**src/rtl/core/dti_pkg.sv**
```systemverilog
// ============================================================================
// dti_pkg
// Shared types and constants of the decision tree inference core.
// ============================================================================
package dti_pkg;

    // Table sizes
    localparam int NODES          = 256;
    localparam int FEATURES       = 16;
    localparam int VALUE_WIDTH_DEF = 32;

    localparam int NODE_W = $clog2(NODES);
    localparam int FEAT_W = $clog2(FEATURES);
    localparam int MOVE_W = $clog2(NODES + 1);

    // Fixed field widths of the stream payload
    localparam int OP_W      = 2;
    localparam int IDX_W     = 8;
    localparam int FIDX_W    = 4;
    localparam int FIELD_W   = 32;
    localparam int S_DATA_W  = 96;
    localparam int M_DATA_W  = 8;

    // Operation codes carried in the slave tuser
    typedef enum logic [OP_W-1:0] {
        OP_NODE_WRITE    = 2'd0,
        OP_FEATURE_WRITE = 2'd1,
        OP_CLASSIFY      = 2'd2
    } t_op;

    // Controller states
    typedef enum logic [1:0] {
        ST_IDLE,
        ST_FETCH,
        ST_EVAL,
        ST_FINISH
    } t_state;

    // Controller to datapath commands
    typedef struct packed {
        logic wr_node;
        logic wr_feat;
        logic start;
        logic fetch;
        logic step;
        logic load_out;
    } t_dp_cmd;

    // Datapath to controller status
    typedef struct packed {
        logic is_leaf;
        logic limit;
        logic out_busy;
    } t_dp_sts;

endpackage

```
**src/rtl/core/dti_ctrl.sv**
```systemverilog
// ============================================================================
// dti_ctrl
// Controller: decodes accepted items and sequences the tree walk.
// ============================================================================
module dti_ctrl
    import dti_pkg::*;
(
    input  logic            i_clk,
    input  logic            i_rst_n,
    input  logic            i_valid,
    input  logic [OP_W-1:0] i_op,
    output logic            o_ready,
    input  t_dp_sts         i_sts,
    output t_dp_cmd         o_cmd
);

    t_state r_state;
    t_state n_state;

    // State register
    always_ff @(posedge i_clk) begin
        if (!i_rst_n) begin
            r_state <= ST_IDLE;
        end else begin
            r_state <= n_state;
        end
    end

    // Next state and commands
    always_comb begin
        n_state = r_state;
        o_cmd   = '0;
        o_ready = 1'b0;
        unique case (r_state)
            ST_IDLE: begin
                o_ready = 1'b1;
                if (i_valid) begin
                    case (i_op)
                        OP_NODE_WRITE:    o_cmd.wr_node = 1'b1;
                        OP_FEATURE_WRITE: o_cmd.wr_feat = 1'b1;
                        OP_CLASSIFY: begin
                            o_cmd.start = 1'b1;
                            n_state     = ST_FETCH;
                        end
                        default: ;
                    endcase
                end
            end
            ST_FETCH: begin
                o_cmd.fetch = 1'b1;
                n_state     = ST_EVAL;
            end
            ST_EVAL: begin
                if (i_sts.is_leaf || i_sts.limit) begin
                    if (!i_sts.out_busy) begin
                        o_cmd.load_out = 1'b1;
                        n_state        = ST_IDLE;
                    end else begin
                        n_state = ST_FINISH;
                    end
                end else begin
                    o_cmd.step = 1'b1;
                    n_state    = ST_FETCH;
                end
            end
            ST_FINISH: begin
                // output register still full: hold the result until it drains
                if (!i_sts.out_busy) begin
                    o_cmd.load_out = 1'b1;
                    n_state        = ST_IDLE;
                end
            end
            default: n_state = ST_IDLE;
        endcase
    end

endmodule

```
**config.mk**
```make
export PLATFORM = sky130hd
export DESIGN_NAME = dti_ctrl
export DESIGN_NICKNAME = d
export VERILOG_FILES = /design/src/rtl/core/dti_pkg.sv /design/src/rtl/core/dti_ctrl.sv
export SDC_FILE = /design/constraint.sdc
export NUM_CORES = 1
export LEC_CHECK = 0
export ABC_AREA = 1
export BUFFER_PORTS_ARGS = -buffer_cell sky130_fd_sc_hd__buf_2
export CAP_MARGIN = 20
export CORE_AREA = 2 2 39 41
export CTS_CLUSTER_SIZE = 30
export DETAILED_ROUTE_END_ITERATION = 8
export DIE_AREA = 0 0 41 43
export GPL_ROUTABILITY_DRIVEN = 0
export PLACE_DENSITY = 0.35
export SETUP_SLACK_MARGIN = 0.15
export SLEW_MARGIN = 20
export SYNTH_ARGS = -nofsm -noshare
export SYNTH_HDL_FRONTEND = slang
export SYNTH_SLANG_ARGS = --single-unit
export TNS_END_PERCENT = 5
```
**constraint.sdc**
```tcl
create_clock -name i_clk -period 1.05 [get_ports i_clk]
set_input_delay 0.0525 -clock i_clk [delete_from_list [all_inputs] [get_ports i_clk]]
set_output_delay 0.0525 -clock i_clk [all_outputs]
set_load 0.01 [all_outputs]
```
* Word level (Yosys, flattened, before mapping)
Cells that the tools add are included.
Storage, ports and cells: bits in read-only memories 0, input port bits 8, RAM bits 0, logic and storage cells 31, register bits 2, bits in latches 0, memories 0
Operators by class: reduce and logical (&&, ||, !) cells 4, add/subtract/negate cells 0, shift operators 0, multipliers 0, magnitude comparators 0, muxes and demuxes 18, eq/ne operators 8, bitwise operators 0, div/mod/pow operators 0
Operators with widths (number):
- 2-bit 2-to-1 mux | 5
- 1-bit 2-to-1 mux | 9
- 2-bit case mux with 4 select lines | 1
- 2-bit == test, second input constant | 3
- 3-bit 2-to-1 mux | 2
- 2-bit by 1-bit == test with 1-bit output, second input constant | 2
- 2-bit logical NOT | 2
- 2-bit inequality test, second input constant | 2
- 3-bit AND reduction | 1
- 2-bit by 1-bit inequality test with 1-bit output, second input constant | 1
- 1-bit case mux with 2 select lines | 1
- 1-bit logical OR | 1

* Depth between registers and ports, before layout
depth in word-level cells 4, depth in mapped cells 5, depth with buffers taken out 5

* Worst setup path after synthesis
OpenSTA, ideal clock, no wires.
path type register to output, start point register r_state[0], end point output port o_cmd[4] (netlist name), arrival time 0.851 ns, path buffers 0, data required time 0.998 ns, setup slack 0.146 ns, stages on the path, launching flop included 4, path through dfxtp_1 > nor2_2 > inv_2 > nor3_1
RTL lines:
- from (decl) | RTL line dti_ctrl.sv:17 | t_state r_state;
- from (signal assigned) | RTL line dti_ctrl.sv:25 | r_state <= n_state;
- to (decl) | RTL line dti_ctrl.sv:14 | output t_dp_cmd o_cmd

==> metrics.txt <==
cells after synthesis 31; syn_area_per_cell 5.57 sq um; Pwr per Cell Area around 1000 mW/mm^2; DPL Wire Length between 400 and 500 um; CTS tree built; sequential share of the synthesized area 0.232; worst path required time 1.00 ns; # hold bufs at CTS 0; Core Util, Final 0.253; Yosys cell types 11; initial antenna violation count 0; Max Fclk between 0.9 and 1 GHz; share of the synthesized area in the top cell type 0.232; Layout area overhead 103%; Largest Register r_state; Placed Area between 200 and 300 sq um; Layout Skew approximately 0.0021 ns; antenna fix cells 0; CTS Sinks 2; area leader, netlist dfxtp_1; fin cells 67; most common cell in the synthesized netlist nor2_1; DRC Markers 0; buffers added on ports 14; clock root buffer clkbuf_4; share of cells above drive strength 1 0.647; Sw Share 0.272; RSZ-0062 raised after global routing yes; WP data arrival 1.00 ns; routed via count ~250; drt first pass iters 1; maxcap violations 0; Die Wd around 41 um; Cell Area, Synth roughly 170 sq um; final total negative setup slack 0 ns; Via density 3.72; largest net degree at the start of global routing 7; combinational share of power 0.266; Pleak between 0.00015 and 0.0002 uW; Max Slew Vio Count 0; Max VDD drop between 0.0003 and 0.0004 V; Core Region roughly 0.0014 sq mm; Ports 15; fillcell total 166; all-layer global routing usage 0.0802; max_slew headroom 0.890; Num CTS Buffers 3; post-synth net total 39; slowest CP cell dfxtp_4; Routed WL about 540 um; synth cell count leaders nor2_1, inv_1, nand2_1; Syn. warnings 0; DRT iter0 DRCs 0; GRT overflow 0; Core Rows 14; fin crit share 0.998; Fin. Hold Viols 0; Seq pwr share 0.246; Clock Pin Slew Worst Setup and Hold Paths roughly 0.030 ns; crit-path max FO 6; outcome finished clean; number of flops mapped to enable cells by yosys 0; fin nets between 60 and 70; sw power roughly 93 uW; fin crit period approximately 1.0 ns; WL/cell approximately 8.0 um; P_int approximately 250 uW; clock power share 0.488; die area around 0.0018 sq mm; Setup crit end kind output pin; CP peak stage delay about 0.36 ns; chip height 43 um; vias in the first global route roughly 240; CP startpoint kind flop; ys async rst share 0; worst hold path class in -> reg; Placed Instances a little over 60; Clock Path Buffers 2; Final Instance Area ~350 sq um; biggest regs r_state (2); Setup Viol. Count Final 0; register bit count reported by yosys 2; first-pass GRT wire length 910 um; Clock Latency Late Sink roughly 0.22 ns; top_reg_cell synth dfxtp_1; Post-DRT Antenna Nets 0; slew of the pin with the lowest slew margin ~0.16 ns; cells along the critical path nor2_4 -> inv_2 -> nor3_2 -> buf_2; htree depth 1; Fin Hold WS ~0.077 ns; crit path kind reg -> out; number of flip-flops in the largest register 2; Area contributors post-synth dfxtp_1, nor2_1, nor3_1; starting density of the core 0.125
==> timing repair <==
| item | CTS | global route |
|---|---|---|
| resized for setup | 12 | 0 |
| pin swaps | 3 | 0 |
| buffers inserted | 3 | 0 |
| endpoints found under the setup margin | 7 | 8 |
==> power groups by stage <==
stage	logic [uW]	clock network, uW	registers, uW
finish	91.5	168	84.5
floorplan	37.5	0	85.1
CTS	92.6	180	84.6
detailed placement	67.8	0	86.4
global route	104	193	85.4
global placement	67.5	0	86.3
==> cells by family (layout without fill, tap and decap cells) <==
kind of cell	Yosys count	after routing	share of synthesized area
flip-flops	2	2	0.232
AND/OR/NAND/NOR	21	21	0.572
buffers and inverters	7	27	0.152
AO/OA/AOI/OAI	1	1	0.0435
==> critical path: cells and delay by family (launching register included) <==
kind | cells | cell delay, ns
buf+inv | 2 | 0.21
simple gates | 2 | 0.21
flops | 1 | 0.36
==> path summary, 6_finish.rpt <==
path	startpoint	end	slack, ns	cells past startpoint
setup reg to reg	r_state[1]$_SDFFE_PN0P_	r_state[1]$_SDFFE_PN0P_	0.18	5
setup / recovery	r_state[1]$_SDFFE_PN0P_	o_cmd[5]	0.002	4
hold / removal	i_rst_n	r_state[1]$_SDFFE_PN0P_	0.08	3
hold reg to reg	r_state[1]$_SDFFE_PN0P_	r_state[0]$_SDFFE_PN0P_	0.55	2
==> per-layer routing <==
layer | vias to the layer above | GRT usage | part of all wire
met4 | 0 | 0.0600 | 0
met3 | 0 | 0.0314 | 0.093
li1 | 135 | - | -
met2 | 11 | 0.109 | 0.47
met1 | 103 | 0.0958 | 0.43
met5 | - | 0 | 0
==> cell type report <==
class,count,area (sq um),share of cell area
Timing Repair Buffer,17,103,0.293
Tap cell,16,20.0,0.0571
Clock buffer,3,22.5,0.0643
Inverter,7,26.3,0.0750
Multi-Input combinational cell,22,131,0.375
Sequential cell,2,47.5,0.136
==> cells in the final DEF, fill, tap and decap left out, types with 2 or more instances in the layout <==
cell type,count
inv_1,4
nor2_1,7
clkbuf_4,3
inv_2,3
buf_6,2
nor3_2,4
buf_4,2
buf_2,13
nand2_1,5
dfxtp_4,2
==> per-stage QoR <==
stage / worst slack (ns) / total power [uW]
finish: 0.00171 / 344
detailed placement: 0.144 / 154
global placement: 0.138 / 154
global route: -0.0973 / 383
CTS: -0.0124 / 357
floorplan: 0.146 / 123
Note: power is estimated with default switching activity, not from simulation.
